`src/sv/dct_pkg.sv`:
```
// ----------------------------------------------------------------------------
// dct_pkg
// Shared constants and basis function for the 8x8 forward DCT.
// ----------------------------------------------------------------------------
package dct_pkg;
  localparam int BLOCK_DIM      = 8;
  localparam int COEF_FRAC_BITS = 4;
  localparam int BASIS_FRAC     = 14;
  localparam int SHIFT          = 2 * BASIS_FRAC + 2 - COEF_FRAC_BITS;

  // basis B(k,m) = round(2^14 * n(k) * cos(k(2m+1)pi/16))
  function automatic logic signed [15:0] basis(input logic [2:0] k, input logic [2:0] m);
    logic [4:0] a;
    logic [15:0] mag;
    logic [3:0] idx;
    logic neg;
    // angle index mod 32, product taken at 5 bits
    a   = {2'b00, k} * {1'b0, m, 1'b1};
    neg = 1'b0;
    if (a > 5'd16) a = 5'(6'd32 - {1'b0, a});
    idx = a[3:0];
    if (a > 5'd8) begin
      neg = 1'b1;
      idx = 4'(5'd16 - a);
    end
    case (idx)
      4'd0: mag = 16'd16384;
      4'd1: mag = 16'd16069;
      4'd2: mag = 16'd15137;
      4'd3: mag = 16'd13623;
      4'd4: mag = 16'd11585;
      4'd5: mag = 16'd9102;
      4'd6: mag = 16'd6270;
      4'd7: mag = 16'd3196;
      default: mag = 16'd0;
    endcase
    if (k == 3'd0) return 16'sd11585;
    return neg ? -$signed(mag) : $signed(mag);
  endfunction
endpackage

```
`src/sv/dct_mac.sv`:
```
// ----------------------------------------------------------------------------
// dct_mac
// One multiply-accumulate lane with a registered product.
// ----------------------------------------------------------------------------
module dct_mac import dct_pkg::*; (
  input  logic               clk,
  input  logic               clr,
  input  logic               en,
  input  logic signed [31:0] a,
  input  logic signed [15:0] b,
  output logic signed [51:0] acc
);
  logic signed [47:0] prod;
  logic               en_d;
  logic               clr_d;

  always_ff @(posedge clk) begin
    prod  <= 48'(a) * 48'(b);
    en_d  <= en;
    clr_d <= clr;
    if (en_d) begin
      acc <= (clr_d ? 52'sd0 : acc) + 52'(prod);
    end
  end
endmodule

```
`config.mk`:
```
export PLATFORM = sky130hd
export DESIGN_NAME = dct_mac
export DESIGN_NICKNAME = d
export VERILOG_FILES = /design/src/sv/dct_pkg.sv /design/src/sv/dct_mac.sv
export SDC_FILE = /design/constraint.sdc
export NUM_CORES = 2
export LEC_CHECK = 0
export ABC_AREA = 1
export BUFFER_PORTS_ARGS = -buffer_cell sky130_fd_sc_hd__buf_4
export CAP_MARGIN = 10
export CORE_AREA = 8 8 212 214
export CTS_BUF_LIST = sky130_fd_sc_hd__clkbuf_16
export DETAILED_ROUTE_END_ITERATION = 16
export DIE_AREA = 0 0 220 222
export MAX_ROUTING_LAYER = met4
export PLACE_DENSITY = 0.85
export SYNTH_ARGS = -nofsm -noshare
export SYNTH_HDL_FRONTEND = slang
export SYNTH_SLANG_ARGS = --single-unit
```
`constraint.sdc`:
```
create_clock -name clk -period 8.2 [get_ports clk]
set_clock_uncertainty 0.05 [all_clocks]
set_input_delay 1.64 -clock clk [delete_from_list [all_inputs] [get_ports clk]]
set_output_delay 1.64 -clock clk [all_outputs]
set_load 0.02 [all_outputs]
```
-- Word level (Yosys, flattened, before mapping)
Index checks and enable logic that the tools add are counted.
- output and inout bits: 52
- bits in registers: 102
- logic and storage cells: 7
- input bits: 51
- add/sub/neg operators: 1
- multiplexer cells: 1
- multipliers: 1
- operator list (kind ; number):
    adder 52 x 48 -> 52 bit ; 1
    2-to-1 mux 52 bit ; 1
    multiplier 32 x 16 -> 48 bit ; 1

-- Logic depth before layout (Yosys ltp)
- depth after elaboration: 2
- mapped depth: 28

-- Worst setup path after synthesis
Ideal clock, no wire load.
- kind: input to register
- start: input a[31]
- end: register prod[45]
- arrival: 6549 ps
- stages on the path: 20
- slack: 1489 ps
- cell sequence: clkbuf_1 -> nand2_1 -> fa_1 -> inv_1 -> fa_1 -> inv_1 -> fa_1 -> fa_1 -> fa_1 -> fa_1 -> inv_1 -> ha_1 -> nand2_1 -> nor2_1 -> and2_1 -> nand2_1 -> nor2_1 -> nand2_1 -> nand4_1 -> nand2_1
- cells in the longest elaborated chain, start to end: 1
- ends and longest elaborated chain (item ; line ; text):
    start, declared ; dct_mac.sv:9 ; input logic signed [31:0] a,
    multiplier 32 x 16 -> 48 bit ; dct_mac.sv:18 ; prod <= 48'(a) * 48'(b);
    end signal, assigned ; dct_mac.sv:18 ;
    end, declared ; dct_mac.sv:13 ; logic signed [47:0] prod;
Every way passes these cells.
A chain may end at the register's enable or synchronous reset.

-- Worst setup path in the final report
- start: input b[4]
- end: register prod[44]
- cells in the longest elaborated chain, start to end: 1
- ends and longest elaborated chain (item ; line ; text):
    start, declared ; dct_mac.sv:10 ; input logic signed [15:0] b,
    multiplier 32 x 16 -> 48 bit ; dct_mac.sv:18 ;
Every way passes these cells.

==> impl_metrics.ini <==
[layout]
multi_input_area_mm2 = 0.01983
diodes = 0
final_layout_size_suffix_gt1_share_pct = 5.958
fin_nets = 4592
fillerInstances = 3565
area_growth_pct = 5.015
seq_area_mm2 = 0.002565
final_area_mm2 = 0.02856

[yosys]
ys_types = 37
synthArstFlopShare_pct = 0
yosys_warnings = 0
ys_seq_elements = 102
post-synth-top-count-cell = nand2_1
synth_area_per_cell_um2 = 7.007
synth_top_family_by_area = adder cells
yosys.area.top_type = fa_1
synth-compound-area-share_pct = 2.655
synthFlopType = edfxtp_1
synth_edf_count = 52
mappedNetlistArea_mm2 = 0.02719
synth_xor_area_share_pct = 2.029
synth_cells = 3881
synth-simple-area-share_pct = 24.78
synth_top_area_share_pct = 35.85
yosys-top-cells-count = 1211 x nand2_1, 1146 x inv_1, 487 x fa_1
syn-num-nets = 4584
synth_area_leaders = fa_1 36%, nand2_1 17%, inv_1 16%
synthMuxAreaShare_pct = 0
synth_fa_ha_area_share_pct = 43.44
ys_seq_area_share_pct = 9.423

[critical_path]
slowest_stage = fa_1
cp_cell_sequence = buf_4 > nand2_1 > fa_1 > inv_1 > fa_1 > inv_1 > fa_1 > fa_1 > fa_1 > fa_1 > inv_1 > ha_1 > nand2_1 > inv_1 > nand2_1 > nor3_1 > nand2_1 > nor2_1 > nand2_1 > nand4_1 > nand2_1
crit_path_start_kind = primary input
path_delay_family = adder cells
cp_max_fo = 32
cp-end-kind = flip-flop
worstSetupPathType = in -> reg
worst-r2r-cell-count = 10
r2r_setup_slack_ns = 5.06
crit_buf_inv = 5
crit_required_ns = 8.42
r2r-end = acc[38]$_DFFE_PP_
r2r-start = clr_d$_DFF_P_
arrival_ns = 7.51
crit_path_max_incr_delay_ns = 0.75

[clock_tree]
clkTransAtPathRegs_ns = 0.08
cts_hold_buf = 0
cts_tree = built
cts_sinks = 102
cts_resized = 0
numCtsBuffers = 9
cts_max_level = 3
post-cts-setup-buffers = 0
worstSkewPairLatency_ns = 0.37
clk_path_buf_depth = 2
cts_root_buf = clkbuf_16

[grt]
grt_pass1_wl_mm = 123.8
grt_usage_pct = 32.77
antenna_found_initial = 0
overflow = 0
grt_pass1_vias = 24920
grt_start_max_net_pins = 53

[floorplan]
rows = 75
fp.coreArea_mm2 = 0.04148
die_h_um = 222
io_pins = 103
dieWidth_um = 220
initial_utilization_pct = 65.57
floorplan.die_area_mm2 = 0.04884

[sta]
worstMarginPinSlew_ns = 0.7807
setup_tns_ns = 0
rsz0062_at_grt = false
hold_violations = 0
clock.fmax_ghz = 0.1372
fin_crit_sh_pct = 88.86
slew_headroom_pct = 47.95
slew_viol_final = 0
setup_violations = 0
layout_min_cycle_time_ns = 7.286

[routing]
drt_iter0_drc = 1992
drc = 0
routed_wirelength_mm = 75.02
vias_per_cell = 5.296
dr_total_vias = 23480
dr.pass1.iters = 5
wl_per_cell_um = 16.92
ant_nets = 0

[placed_design]
dp_hpwl_mm = 63.69
post_dp_cell_area_mm2 = 0.02827
portBuffers = 102
place_congestion = 1.079

[hold_path]
worstHoldEndpoint = acc[0]$_DFFE_PP_
hp-start = prod[0]$_DFF_P_
worstHoldPathCells = 1
hp-class = reg -> reg

[run_status]
outcome = finished, final reports clean

[job]
maxCapViolCount = 0
-- flip-flops by register name, indices dropped and copies added (netlist names) --
name	flops
acc	52
prod	48
clr_d	1
en_d	1
-- through the flow --
stage | util [%] | setup WS, ns | cells | hold WS (ns)
2_1_floorplan | - | 1.489 | 3881 | 0.4583
3_3_place_gp | 68.16 | 0.6314 | 4417 | 0.4663
3_5_place_dp | 68.16 | 0.4903 | 4417 | 0.4841
4_1_cts | 68.85 | 0.8972 | 4433 | 0.4980
5_1_grt | 68.85 | 0.5415 | 4433 | 0.5340
6_report | 68.85 | 0.9138 | 4433 | 0.4921
-- metal layers --
metal	share of wire (%)	up-vias	global-route usage, %
met3	8.7	218	5.239
li1	-	10970	-
met2	47	1092	52.89
met5	0	-	-
met4	3.9	0	12.45
met1	40	11200	41.14
-- worst max-delay path by stage --
stage	from	endpoint	slack, ns	depth (start not counted)
after floorplan	a[31]	prod[45]$_DFF_P_	1.49	20
after global placement	b[1]	prod[46]$_DFF_P_	0.63	23
after detailed placement	b[4]	prod[44]$_DFF_P_	0.49	21
after CTS	b[4]	prod[44]$_DFF_P_	0.90	21
after global routing	b[4]	prod[44]$_DFF_P_	0.54	22
final	b[4]	prod[44]$_DFF_P_	0.91	21
-- cell type report --
class / instances / area share, %
Clock buffer: 9 / 0.7886
Clock inverter: 7 / 0.2234
Inverter: 1168 / 15.35
Multi-Input combinational cell: 2499 / 69.43
Sequential cell: 102 / 8.981
Tap cell: 539 / 2.361
Timing Repair Buffer: 109 / 2.865
-- layout by cell type, fill, tap and decap left out, types with 8 or more instances in the layout --
master,netlist,routed
nor2_1,213,213
nand4_1,33,33
dfxtp_1,50,48
nand3_1,84,84
inv_2,21,21
xor2_1,46,46
nand2_2,22,22
clkbuf_16,0,9
a21oi_1,86,86
fa_1,487,487
nor3_2,8,8
edfxtp_1,52,52
buf_4,0,109
o21ai_0,30,30
nor2_2,32,32
nor3_1,10,10
inv_1,1146,1146
xnor2_1,17,17
ha_1,165,165
nand2_1,1211,1211
-- logic make-up after synthesis --
family,after synthesis
flops,102
buf+inv,1280
fa+ha+maj,652
compound gates,135
simple gates,1649
xor+xnor,63
Power is left out: the tool's default activity adds up to more than one toggle a clock period on the data nets, which glitch-free logic cannot reach.
